--- config.mk ---
export PLATFORM = sky130hd
export DESIGN_NAME = signed_elias_gamma_encoder
export DESIGN_NICKNAME = d
export VERILOG_FILES = /design/src/rtl/sgec_pkg.sv /design/src/rtl/sgec_len.sv /design/src/rtl/sgec_pack.sv /design/src/rtl/signed_elias_gamma_encoder.sv
export VERILOG_INCLUDE_DIRS = /design/src /design/src/rtl
export SDC_FILE = /design/constraint.sdc
export NUM_CORES = 1
export LEC_CHECK = 0
export BUFFER_PORTS_ARGS = -buffer_cell sky130_fd_sc_hd__clkbuf_2
export CORE_ASPECT_RATIO = 0.75
export CORE_MARGIN = 10
export CORE_UTILIZATION = 38
export DETAILED_ROUTE_END_ITERATION = 6
export GPL_TIMING_DRIVEN = 0
export PLACE_DENSITY = 0.51
export SYNTH_ARGS = -nofsm -noshare
export SYNTH_HDL_FRONTEND = slang
export SYNTH_SLANG_ARGS = --single-unit
--- constraint.sdc ---
create_clock -name clk -period 13.53 [get_ports clk]
set_input_delay 2.706 -clock clk [delete_from_list [all_inputs] [get_ports clk]]
set_output_delay 2.706 -clock clk [all_outputs]
set_load 0.02 [all_outputs]
--- src/rtl/signed_elias_gamma_encoder_defines.svh ---
// Assertion macros shared by the signed Elias gamma encoder RTL.
// Included by every file that carries assertions; no other dependencies.
`ifndef SIGNED_ELIAS_GAMMA_ENCODER_DEFINES_SVH
`define SIGNED_ELIAS_GAMMA_ENCODER_DEFINES_SVH

`ifndef NO_ASSERTIONS
// Checked on every clock edge outside reset
`define SGEC_ASSERT(lbl, prop, msg) \
  lbl: assert property (@(posedge clk) disable iff (rst) prop) else $error(msg);
// Checked on every clock edge, reset included
`define SGEC_ASSERT_ALWAYS(lbl, prop, msg) \
  lbl: assert property (@(posedge clk) prop) else $error(msg);
`else
`define SGEC_ASSERT(lbl, prop, msg)
`define SGEC_ASSERT_ALWAYS(lbl, prop, msg)
`endif

`endif

--- src/rtl/sgec_pkg.sv ---
// Shared types, constants and helpers for the signed Elias gamma encoder.
// No dependencies.
package sgec_pkg;

  localparam int BYTE_BITS      = 8;
  localparam int IN_VALUE_WIDTH = 32;

  // Request codes
  localparam logic REQ_ENCODE = 1'b0;
  localparam logic REQ_FLUSH  = 1'b1;

  // Input item
  typedef struct packed {
    logic                             req_type;
    logic signed [IN_VALUE_WIDTH-1:0] value;
  } req_item_t;

  // Result item
  typedef struct packed {
    logic [BYTE_BITS-1:0] byte_out;
    logic                 last;
  } res_item_t;

  // Commands from the sequencer to the packer
  typedef struct packed {
    logic load;   // take a new code word
    logic start;  // take the bit count of the stream
    logic step;   // move one chunk into the accumulator
    logic flush;  // pad and release the partial byte
  } pack_cmd_t;

  // Status from the packer
  typedef struct packed {
    logic                 emit;     // a byte is produced this cycle
    logic                 last;     // that byte closes the item
    logic                 done;     // stream fully consumed by this step
    logic                 pending;  // partial byte held
    logic [BYTE_BITS-1:0] data;
  } pack_stat_t;

  // Significant bits of a nibble
  function automatic logic [2:0] nib_len(input logic [3:0] n);
    logic [2:0] r;
    if (n[3])      r = 3'd4;
    else if (n[2]) r = 3'd3;
    else if (n[1]) r = 3'd2;
    else if (n[0]) r = 3'd1;
    else           r = 3'd0;
    return r;
  endfunction

endpackage

--- src/rtl/sgec_len.sv ---
// Code length finder: shifts the code word right a nibble per cycle.
// Depends on sgec_pkg.
`include "signed_elias_gamma_encoder_defines.svh"

module sgec_len
  import sgec_pkg::*;
#(
  parameter int CW  = 33,
  parameter int BLW = 7
) (
  input  logic          clk,
  input  logic          rst,
  input  logic          load,
  input  logic [CW-1:0] code,
  output logic          done,
  output logic [BLW-1:0] nbits
);

  localparam int LW = $clog2(CW + 1);

  logic          busy;
  logic [CW-1:0] t;
  logic [LW-1:0] len;
  logic [LW-1:0] len_final;

  // Finished once only the low nibble is left
  assign done      = busy && (t[CW-1:4] == '0);
  assign len_final = len + LW'(nib_len(t[3:0]));
  // Gamma stream holds len-1 zeros and len code bits
  assign nbits     = BLW'({len_final, 1'b0}) - BLW'(1);

  always_ff @(posedge clk) begin
    if (rst) begin
      busy <= 1'b0;
    end else if (load) begin
      busy <= 1'b1;
    end else if (done) begin
      busy <= 1'b0;
    end
  end

  // Nibble scan
  always_ff @(posedge clk) begin
    if (load) begin
      t   <= code;
      len <= '0;
    end else if (busy && !done) begin
      t   <= t >> 4;
      len <= len + LW'(4);
    end
  end

  `SGEC_ASSERT(a_no_reload_busy, load |-> !busy, "length unit reloaded while scanning")
  `SGEC_ASSERT(a_len_nonzero, done |-> (len_final != '0), "code word of zero length")

endmodule

--- src/rtl/sgec_pack.sv ---
// Byte packer: barrel-shifts chunks of the gamma stream into a 7-bit accumulator.
// Depends on sgec_pkg.
`include "signed_elias_gamma_encoder_defines.svh"

module sgec_pack
  import sgec_pkg::*;
#(
  parameter int CW  = 33,
  parameter int BLW = 7
) (
  input  logic           clk,
  input  logic           rst,
  input  pack_cmd_t      cmd,
  input  logic [CW-1:0]  code,
  input  logic [BLW-1:0] nbits,
  output pack_stat_t     stat
);

  logic [CW-1:0]  src;
  logic [BLW-1:0] bits_left;
  logic [6:0]     acc;
  logic [2:0]     cnt;

  logic [3:0]     room;
  logic [3:0]     k;
  logic [BLW-1:0] shamt;
  logic [CW-1:0]  win;
  logic [7:0]     mask;
  logic [7:0]     chunk;
  logic [7:0]     merged;
  logic [3:0]     fill;
  logic           full;
  logic [7:0]     flush_byte;

  // Chunk size: what is left of the stream, or of the byte
  always_comb begin
    room   = 4'(BYTE_BITS) - {1'b0, cnt};
    k      = (bits_left < BLW'(room)) ? bits_left[3:0] : room;
    shamt  = bits_left - BLW'(k);
    // Leading zeros of the stream sit above the code word: a shift past it gives 0
    win    = src >> shamt;
    mask   = 8'((9'd1 << k) - 9'd1);
    chunk  = win[7:0] & mask;
    merged = ({1'b0, acc} << k) | chunk;
    fill   = {1'b0, cnt} + k;
    full   = (fill == 4'(BYTE_BITS));
    flush_byte = {1'b0, acc} << (4'(BYTE_BITS) - {1'b0, cnt});
  end

  // Status
  always_comb begin
    stat.pending = (cnt != '0);
    stat.emit    = (cmd.step && full) || (cmd.flush && (cnt != '0));
    stat.last    = cmd.flush || (shamt < BLW'(BYTE_BITS));
    stat.done    = cmd.step && (shamt == '0);
    stat.data    = cmd.flush ? flush_byte : merged;
  end

  always_ff @(posedge clk) begin
    if (cmd.load) begin
      src <= code;
    end
  end

  // Accumulator and stream position
  always_ff @(posedge clk) begin
    if (rst) begin
      acc       <= '0;
      cnt       <= '0;
      bits_left <= '0;
    end else begin
      if (cmd.start) begin
        bits_left <= nbits;
      end else if (cmd.step) begin
        bits_left <= shamt;
      end
      if (cmd.flush || (cmd.step && full)) begin
        acc <= '0;
        cnt <= '0;
      end else if (cmd.step) begin
        acc <= merged[6:0];
        cnt <= fill[2:0];
      end
    end
  end

  `SGEC_ASSERT(a_step_has_bits, cmd.step |-> (bits_left != '0), "packer stepped on empty stream")
  `SGEC_ASSERT(a_flush_clears, cmd.flush |=> (cnt == '0), "flush left bits pending")

endmodule

--- src/rtl/signed_elias_gamma_encoder.sv ---
// Signed Elias gamma encoder top level: sequencer, sign mapping, result register.
// Depends on sgec_pkg, sgec_len and sgec_pack.
//
//  channel | signals                    | moves
//  --------+----------------------------+------------------------------------
//  req     | req_valid, req_stall, req  | one encode or flush request
//  res     | res_valid, res_stall, res  | one packed byte with its last flag
//
// An encode of a code word of L bits is accepted, scanned in the nibble-wide length
// finder, and packed chunk by chunk, ceil((2L-1)/8) chunks or one more, depending
// on the bits already pending; the barrel shifter moves at most one byte per cycle
// while the result is free.
// A flush pads and releases any pending bits. Only one item is in the block at a time.
// Reset clears the sequencer, the pending bits and the result valid flag.
// A stalled result holds the packer until it is taken.
`include "signed_elias_gamma_encoder_defines.svh"

module signed_elias_gamma_encoder
  import sgec_pkg::*;
#(
  parameter int VALUE_BITS = 32
) (
  input  logic      clk,
  input  logic      rst,
  input  logic      req_valid,
  output logic      req_stall,
  input  req_item_t req,
  output logic      res_valid,
  input  logic      res_stall,
  output res_item_t res
);

  localparam int CW  = VALUE_BITS + 1;
  localparam int BLW = $clog2(2 * CW);

  typedef enum logic [3:0] {
    ST_IDLE  = 4'b0001,
    ST_SCAN  = 4'b0010,
    ST_PACK  = 4'b0100,
    ST_FLUSH = 4'b1000
  } state_t;

  state_t state;
  state_t state_next;

  logic                  accept;
  logic                  out_free;
  logic [VALUE_BITS-1:0] raw;
  logic [VALUE_BITS-1:0] neg_raw;
  logic [CW-1:0]         code;
  logic                  len_done;
  logic [BLW-1:0]        nbits;
  pack_cmd_t             cmd;
  pack_stat_t            stat;

  // Value width adaptation
  generate
    if (VALUE_BITS <= IN_VALUE_WIDTH) begin : g_trunc
      assign raw = req.value[VALUE_BITS-1:0];
    end else begin : g_sext
      assign raw = {{(VALUE_BITS - IN_VALUE_WIDTH){req.value[IN_VALUE_WIDTH-1]}}, req.value};
    end
  endgenerate

  // Sign mapping: negative to -2v, non-negative to 2v+1
  assign neg_raw = ~raw + VALUE_BITS'(1);
  assign code    = raw[VALUE_BITS-1] ? {neg_raw, 1'b0} : {raw, 1'b1};

  assign req_stall = (state != ST_IDLE);
  assign accept    = req_valid && !req_stall;
  assign out_free  = !res_valid || !res_stall;

  // Sequencer
  always_comb begin
    state_next = state;
    cmd        = '0;
    case (state)
      ST_IDLE: begin
        if (accept) begin
          if (req.req_type == REQ_FLUSH) begin
            state_next = ST_FLUSH;
          end else begin
            cmd.load   = 1'b1;
            state_next = ST_SCAN;
          end
        end
      end
      ST_SCAN: begin
        if (len_done) begin
          cmd.start  = 1'b1;
          state_next = ST_PACK;
        end
      end
      ST_PACK: begin
        if (out_free) begin
          cmd.step = 1'b1;
          if (stat.done) begin
            state_next = ST_IDLE;
          end
        end
      end
      ST_FLUSH: begin
        if (!stat.pending) begin
          state_next = ST_IDLE;
        end else if (out_free) begin
          cmd.flush  = 1'b1;
          state_next = ST_IDLE;
        end
      end
      default: begin
        state_next = ST_IDLE;
      end
    endcase
  end

  always_ff @(posedge clk) begin
    if (rst) begin
      state <= ST_IDLE;
    end else begin
      state <= state_next;
    end
  end

  // Result register
  always_ff @(posedge clk) begin
    if (rst) begin
      res_valid <= 1'b0;
    end else if (stat.emit) begin
      res_valid <= 1'b1;
    end else if (!res_stall) begin
      res_valid <= 1'b0;
    end
  end

  always_ff @(posedge clk) begin
    if (stat.emit) begin
      res.byte_out <= stat.data;
      res.last     <= stat.last;
    end
  end

  sgec_len #(
    .CW  (CW),
    .BLW (BLW)
  ) u_len (
    .clk   (clk),
    .rst   (rst),
    .load  (cmd.load),
    .code  (code),
    .done  (len_done),
    .nbits (nbits)
  );

  sgec_pack #(
    .CW  (CW),
    .BLW (BLW)
  ) u_pack (
    .clk   (clk),
    .rst   (rst),
    .cmd   (cmd),
    .code  (code),
    .nbits (nbits),
    .stat  (stat)
  );

  `SGEC_ASSERT(a_encode_scans, (accept && (req.req_type == REQ_ENCODE)) |=> (state == ST_SCAN), "encode did not start scan")
  `SGEC_ASSERT(a_emit_has_room, stat.emit |-> out_free, "byte produced over an untaken result")
  `SGEC_ASSERT_ALWAYS(a_len_in_scan, len_done |-> (state == ST_SCAN), "length found outside scan")

endmodule

After elaboration in Yosys (flattened, before gate mapping)
Cells that the tools add are included.
- flip-flop bits (word level): 104
- input port bits: 37
- output and inout bits: 11
- logic and storage cells: 94
- add/sub/neg operators: 8
- magnitude comparators: 2
- eq/ne operators: 12
- shift-type cells: 4
- muxes and demuxes: 32
- bitwise operators: 3
- reduce and logical (&&, ||, !) cells: 22
- operators with widths (cell ; count):
    33-bit two-way mux ; 3
    33-bit by 7-bit >> shifter with 8-bit output ; 1
    32-bit by 1-bit adder with 32-bit output (second input constant) ; 1
    4-bit two-way mux ; 8
    32-bit NOT ; 1
    29-bit zero test ; 1
    4-bit case mux with 4 select lines ; 1
    7-bit by 4-bit left shift with 8-bit output ; 2
    1-bit two-way mux ; 14
    7-bit two-way mux ; 2
    3-bit two-way mux ; 3
    8-bit AND ; 1
    4-bit equality test (second input constant) ; 2
    8-bit two-way mux ; 1
    8-bit bitwise OR ; 1
    1-bit by 4-bit left shift with 8-bit output (first input constant) ; 1
    8-bit by 1-bit subtractor with 8-bit output (second input constant) ; 1
    7-bit zero test ; 1
    7-bit by 4-bit < comparator with 1-bit output ; 1
    7-bit by 4-bit < comparator with 1-bit output (second input constant) ; 1
    7-bit by 1-bit subtractor with 7-bit output (second input constant) ; 1
    7-bit by 4-bit subtractor with 7-bit output ; 1
    6-bit by 3-bit adder with 6-bit output ; 1
    6-bit by 3-bit adder with 6-bit output (second input constant) ; 1
    other kinds (16) ; 32

Longest topological paths before layout
Gate-level depths: netlist of the first run.
- depth in word-level cells: 9
- mapped depth: 24
- gate-level depth less buffers: 20

Cells and area by module
Synthesis of the first run repeated with hierarchy kept, for this count alone.
- cell total of the unflattened synthesis: 764
- area total of the unflattened synthesis: 7626.1 µm²
- modules (own cells, without submodules) (module ; instances ; cells an instance ; area each (µm²)):
    sgec_pack ; 1 ; 489 ; 4418.0
    sgec_len ; 1 ; 129 ; 1878.1
    signed_elias_gamma_encoder ; 1 ; 146 ; 1330.0

Least setup slack after synthesis of the first run
No wires, ideal clock.
- path kind: input to register
- start: in req[7] (netlist bit)
- end: reg u_len.t[30], data pin
- setup time: 255 ps
- arrival: 5537 ps
- setup slack: 7738 ps
- cell stages on the path: 8
- cells stage by stage: or4_4 -> or4_4 -> or3_4 -> or4_4 -> or4_4 -> o41ai_2 -> xnor2_1 -> and2_1
- cells in the longest elaborated chain, start to end: 4
- RTL lines (element ; line ; text):
    from (decl) ; signed_elias_gamma_encoder.sv:27 ; input req_item_t req,
    32-bit NOT ; signed_elias_gamma_encoder.sv:66 ; assign neg_raw = ~raw + VALUE_BITS'(1);
    32-bit by 1-bit adder with 32-bit output ; signed_elias_gamma_encoder.sv:66 ;
    33-bit two-way mux ; signed_elias_gamma_encoder.sv:67 ; assign code = raw[VALUE_BITS-1] ? {neg_raw, 1'b0} : {raw, 1'b1};
    net code[30] ; signed_elias_gamma_encoder.sv:50 ; logic [CW-1:0] code;
    33-bit two-way mux ; sgec_len.sv:44 ; if (load) begin
    to (signal assigned) ; sgec_len.sv:45 ; t <= code;
    to (signal assigned) ; sgec_len.sv:48 ; t <= t >> 4;
    to (decl) ; sgec_len.sv:22 ; logic [CW-1:0] t;
The timed path passes the listed nets, and every way through them passes these cells.
A chain may end at the register's enable or synchronous reset.

==> results.cfg, run 1 <==
[finish]
drive_gt1_frac = 0.124
syn_to_final_growth_pct = 11.8
antennaDiodeCount = 0
fin_nets = 896
fill_cells = 1832
stdcell_count = 1096
fin_util = 0.431

[synth]
synth_flop_cell = edfxtp_1
synth_most_common_cell = nand2_1
synthArstFlopShare = 0
syn_area_per_cell_um2 = 9.05
synth_top_area_frac = 0.317
synth-edff-count = 75
syn-instance-count = 786
syn_nets = 838
synth_warnings = 0
synth_area_leaders = edfxtp_1 (32%), mux2i_1 (8.2%), dfxtp_1 (7.6%)
ys_ff_latch = 102
synth-seq-area-share = 0.393
yosysTopAreaCell = edfxtp_1
synth_cell_type_count = 67
ys_top_cells_by_count = nand2_1 (121), edfxtp_1 (75), nor2_1 (69)
synth_area_mm2 = 0.00711

[timing]
rsz0062_at_grt = no
slew_viol_final = 0
relSlewSlack = 0.394
fin_hold_ws_ns = 0.488
hold_viol = 0
fin_tns_setup_ns = 0
period_needed_ns = 7.15
worstMarginPinSlew_ns = 0.900
fin_worst_skew_ns = 0.0131
final-setup-viol-count = 0
period_share = 0.528
max_freq_ghz = 0.140

[global_routing]
grt_pass1_wl_um = 33600
antenna_found_initial = 0
grtUsageTotal = 0.171
grt_max_degree = 43
overflow = 0
grt_pass1_vias = 5975

[worst_hold_path]
min-delay-start = u_pack.cnt[2]
hold_class = reg -> reg

[setup_path]
cp_top_family = buffers and inverters
path_cells = inv_1 -> ha_1 -> ha_1 -> clkbuf_1 -> nor2b_1 -> or3_1 -> a21oi_1 -> mux2i_1 -> inv_1 -> ha_1 -> inv_1 -> ha_1 -> clkbuf_1 -> clkbuf_1 -> buf_1 -> mux2i_1 -> nand2_1 -> nand2_1 -> nor3_1 -> or4_1 -> a32oi_1 -> a21oi_1
arrival_ns = 7.25
worstSetupEndpointType = flop
critPathBufInv = 7
crit_fanout = 10
worstSetupStartpointType = flop
cp_slowest_stage_delay_ns = 0.58
critPathSlowestCell = clkbuf_1
cpMostUsedCell = ha_1
cp.required_ns = 13.63
crit_type = reg -> reg
r2r-start = u_pack.cnt[0]
startpoint = u_pack.cnt[0]

[cts]
cts_htree_levels = 3
clock_sinks = 102
post-cts-setup-buffers = 0
cts_tree = yes
clockRootBuffer = clkbuf_16
cts_max_path_buffers = 2
numCtsBuffers = 9
cts-resized-gates = 0
path_clk_slew_ns = 0.08
hold_buffers = 0
clock_latency_ns = 0.36

[power_and_ir_drop]
fin_total_pwr_uw = 772
leakagePower_nw = 3.06
p_per_area_mw_per_mm2 = 97.1
peakVddDrop_v = 0.0000647

[floorplanning]
die_y_um = 138
start_util = 0.385
die_w_um = 178
io_pins = 48
dieArea_mm2 = 0.0246
core-area_mm2 = 0.0185
rows = 43

[placed_design]
dpl.hpwl_um = 16900
numPortBuffers = 46
place_inst = 1080
globalplace.congestion = 0.923

[route]
drt_pass1_iterations = 5
drt_wl_total_um = 21700
routed_via_density = 5.81
ant_nets = 0
vias = 6371
drt-initial-drc-count = 571
wl_per_cell_um = 19.8
drc = 0

[outcome]
status = finished clean

[flow_run]
drv_cap = 0
## kinds of logic after synthesis
logic type | count (synthesis) | synth area share
and+or+nand+nor | 297 | 0.197
AOI/OAI and AO/OA | 179 | 0.168
DFF | 102 | 0.393
muxes | 80 | 0.124
buffers and inverters | 68 | 0.0366
xor gates and xnor gates | 45 | 0.0554
adders and majority gates | 15 | 0.0264
## path summary, 6_finish.rpt
check                        to  slack [ns]  cells after the start
hold reg to reg   u_pack.cnt[2]        0.49                      2
hold / removal    u_pack.cnt[2]        0.49                      2
setup / recovery         res[6]        6.38                     22
setup reg to reg         res[6]        6.38                     22
## power by group
part | total [mW] | switching [mW] | internal, mW
clock network | 0.258 | 0.129 | 0.129
logic | 0.125 | 0.0776 | 0.0469
registers | 0.389 | 0.0175 | 0.372
## stage by stage
stage,setup slack (ns),instance area [um^2]
3_3_place_gp,6.47,7650
4_1_cts,6.47,7940
5_1_grt,5.92,7950
6_report,6.38,7950
3_5_place_dp,6.52,7660
2_1_floorplan,7.74,7110
## metal layers
metal	track usage	wire length, um
met5	0	0
met3	0.0389	1520
met2	0.230	8590
met4	0.0385	265
met1	0.266	11300
## registers in the layout, summed over array words and instances, names as in the netlist, 3 cells and up
name	cells
u_pack.src	33
u_len.len	4
u_pack.cnt	3
u_pack.bits_left	7
u_len.t	33
u_pack.acc	7
res	9
state	4
## cell type report
cell class,instances,area [um^2],share of cell area
buffer,44,171,0.0216
clock buffer,9,225,0.0283
clock inverter,7,62.6,0.00787
inverter,24,90.1,0.0113
multi-input combinational,616,4060,0.511
sequential,102,2790,0.351
tap,247,309,0.0389
timing repair buffer,47,235,0.0296
## worst register-to-register path, cell delays in order, from the launching register on
cell and delay [ns]:
dfxtp_1 0.49, inv_1 0.22, ha_1 0.25, ha_1 0.26, clkbuf_1 0.36, nor2b_1 0.19
or3_1 0.37, a21oi_1 0.28, mux2i_1 0.46, inv_1 0.24, ha_1 0.34, inv_1 0.11
ha_1 0.14, clkbuf_1 0.41, clkbuf_1 0.58, buf_1 0.55, mux2i_1 0.31, nand2_1 0.08
nand2_1 0.13, nor3_1 0.05, or4_1 0.51, a32oi_1 0.43, a21oi_1 0.13
## cell usage in the layout, fill, tap and decap left out, types with 4 or more instances in the layout
cell type,n
or2_2,7
nor4_1,13
mux4_2,5
xor2_1,12
xnor2_1,33
or3_1,7
ha_1,15
nand2b_1,7
o21a_1,4
a21oi_1,44
or4_1,7
mux2_2,17
inv_1,21
o21ai_0,37
or4_4,4
a211oi_1,15
buf_2,6
and2_1,7
nor3_1,14
nor2_1,69
o22ai_1,6
a211o_1,6
edfxtp_1,75
a311oi_1,5
o31ai_1,7
clkbuf_1,35
mux2i_1,58
buf_1,4
nand3_1,13
nor2b_1,14
clkbuf_2,46
a22oi_1,4
dfxtp_1,27
clkbuf_16,9
nand2_1,120
a31oi_1,5
a21o_1,6
No activity file was read; power rests on OpenSTA's default activity.
==> inputs of run 2 (changes only) <==
--- a/config.mk
+++ b/config.mk
@@ -12,7 +12,7 @@
 export CORE_UTILIZATION = 38
 export DETAILED_ROUTE_END_ITERATION = 6
 export GPL_TIMING_DRIVEN = 0
-export PLACE_DENSITY = 0.51
+export PLACE_DENSITY = 0.53
 export SYNTH_ARGS = -nofsm -noshare
 export SYNTH_HDL_FRONTEND = slang
 export SYNTH_SLANG_ARGS = --single-unit
==> constraint.sdc (replaced) <==
create_clock -name clk -period 6.1 [get_ports clk]
set_input_delay 1.22 -clock clk [delete_from_list [all_inputs] [get_ports clk]]
set_output_delay 1.22 -clock clk [all_outputs]
set_load 0.02 [all_outputs]
==> run 2 against run 1 <==
- setup slack worse by 6.1 ns
- die area stayed put
- power is 130% higher
- final cell count is 0.18% lower
- routed wire length hardly changed
- via count hardly changed
- critical path depth is 3 lower
- critical path type unchanged
- largest cell class unchanged
==> results.cfg, run 2 (same netlist as run 1, synthesis figures left out) <==
[finish]
fill_cells = 1846
final_common_cell = nand2_1
reg_top3 = u_len.t x33, u_pack.src x33, res x9
antennaDiodeCount = 0
fin_nets = 894
layout_common_cells = nand2_1 (120), edfxtp_1 (75), nor2_1 (68), mux2i_1 (57), clkbuf_2 (49)
syn_to_final_growth_pct = 13.2
drive_gt1_frac = 0.149
stdcell_count = 1094
fin_area_mm2 = 0.00805

[setup_path]
worstSetupStartpointType = flop
critPathSlowestCell = dfxtp_1
worstSetupEndpointType = flop
crit_type = reg -> reg
path_cells = inv_1 -> ha_1 -> ha_2 -> nor2b_1 -> or3_1 -> a21oi_1 -> mux2i_2 -> inv_1 -> ha_2 -> inv_1 -> ha_2 -> a211o_1 -> a31oi_2 -> xor2_2 -> clkbuf_2 -> mux4_2 -> mux2_2 -> o32ai_1 -> a22o_1
arrival_ns = 6.05
critPathBufInv = 4
cp_slowest_stage_delay_ns = 0.51
cp.required_ns = 6.33
cp_top_family = compound AO/OA/AOI/OAI gates
crit_fanout = 10

[outcome]
status = finished clean

[placed_design]
dpl_cell_area_mm2 = 0.00765
place_inst = 1079
dpl.hpwl_um = 16700
numPortBuffers = 46
globalplace.congestion = 0.942

[global_routing]
overflow = 0
grtUsageTotal = 0.173
grt_pass1_vias = 6162
antenna_found_initial = 0
grt_pass1_wl_um = 34200
grt_max_degree = 43

[flow_run]
drv_cap = 0

[timing]
worstMarginPinSlew_ns = 0.878
period_share = 0.954
fin_tns_setup_ns = 0
max_freq_ghz = 0.172
relSlewSlack = 0.409
hold_viol = 0
fin_hold_ws_ns = 0.486
rsz0062_at_grt = no
period_needed_ns = 5.82
final-setup-viol-count = 0
fin_worst_skew_ns = 0.0110
slew_viol_final = 0

[cts]
clock_sinks = 102
path_clk_slew_ns = 0.08
clock_latency_ns = 0.36
cts_tree = yes
cts_htree_levels = 3
hold_buffers = 0
clockRootBuffer = clkbuf_16
cts_max_path_buffers = 2
numCtsBuffers = 9

[power_and_ir_drop]
peakVddDrop_v = 0.000129
p_per_area_mw_per_mm2 = 218
fin_total_pwr_mw = 1.76
leakagePower_nw = 3.09

[floorplanning]
io_pins = 48
rows = 43
die_y_um = 138
start_util = 0.385
die_w_um = 178
dieArea_mm2 = 0.0246
core-area_mm2 = 0.0185

[route]
drc = 0
routed_via_density = 5.82
vias = 6367
drt-initial-drc-count = 477
drt_pass1_iterations = 5
drt_wl_total_um = 21700
wl_per_cell_um = 19.8
ant_nets = 0

[worst_hold_path]
hold_class = reg -> reg
run 2: changes by cell type in the layout (fill, tap and decap cells not counted), moves of 3 or more:
cell | before | now
clkbuf_1 | 35 | 29
a31oi_1 | 5 | 2
a31oi_2 | 0 | 3
clkbuf_2 | 46 | 49
ha_1 | 15 | 12
ha_2 | 0 | 3
run 2: final timing paths:
check | cells after the start | start | slack, ns | endpoint
worst max-delay path | 19 | u_pack.cnt[0] | 0.28 | res[3]
worst min-delay path | 2 | u_pack.cnt[2] | 0.49 | u_pack.cnt[2]
worst max register to register | 19 | u_pack.cnt[0] | 0.28 | res[3]
worst min register to register | 2 | u_pack.cnt[2] | 0.49 | u_pack.cnt[2]
run 2: worst reg2reg max path, stage by stage, from the launching register on:
cell	delay [ns]
dfxtp_1	0.51
inv_1	0.23
ha_1	0.26
ha_2	0.43
nor2b_1	0.12
or3_1	0.34
a21oi_1	0.27
mux2i_2	0.12
inv_1	0.24
ha_2	0.32
inv_1	0.08
ha_2	0.21
a211o_1	0.27
a31oi_2	0.32
xor2_2	0.31
clkbuf_2	0.32
mux4_2	0.34
mux2_2	0.29
o32ai_1	0.47
a22o_1	0.23
run 2: final cells by class:
class	instances	area (um^2)	share of cell area
Multi-Input combinational cell	616	4130	0.513
Sequential cell	102	2790	0.347
Tap cell	247	309	0.0384
Timing Repair Buffer	47	238	0.0295
Clock buffer	9	225	0.0280
Buffer	42	176	0.0219
Inverter	24	93.8	0.0117
Clock inverter	7	85.1	0.0106
run 2: per-stage QoR:
step	utilization	setup slack, ns
after floorplan	-	0.694
after global placement	0.415	-0.924
after detailed placement	0.415	-0.988
after CTS	0.433	0.0134
after global routing	0.436	0.0295
final	0.436	0.282
run 2: power breakdown:
part	leakage, nW	internal (mW)	total [mW]	switching (mW)
clock network	0.154	0.329	0.620	0.291
logic	2.03	0.104	0.274	0.170
registers	0.909	0.825	0.865	0.0407
run 2: repair_timing:
| item | CTS | global route |
|---|---|---|
| gates resized for setup | 12 | 13 |
| buffers inserted | 0 | 1 |
| endpoints found under the setup margin | 15 | 14 |
run 2: routing by layer:
metal / share of wire / GRT usage / vias to the layer above
met5: 0 / 0 / -
met4: 0.0090 / 0.0350 / 0
met3: 0.077 / 0.0435 / 15
met2: 0.41 / 0.241 / 233
met1: 0.50 / 0.261 / 3098
li1: - / - / 3021
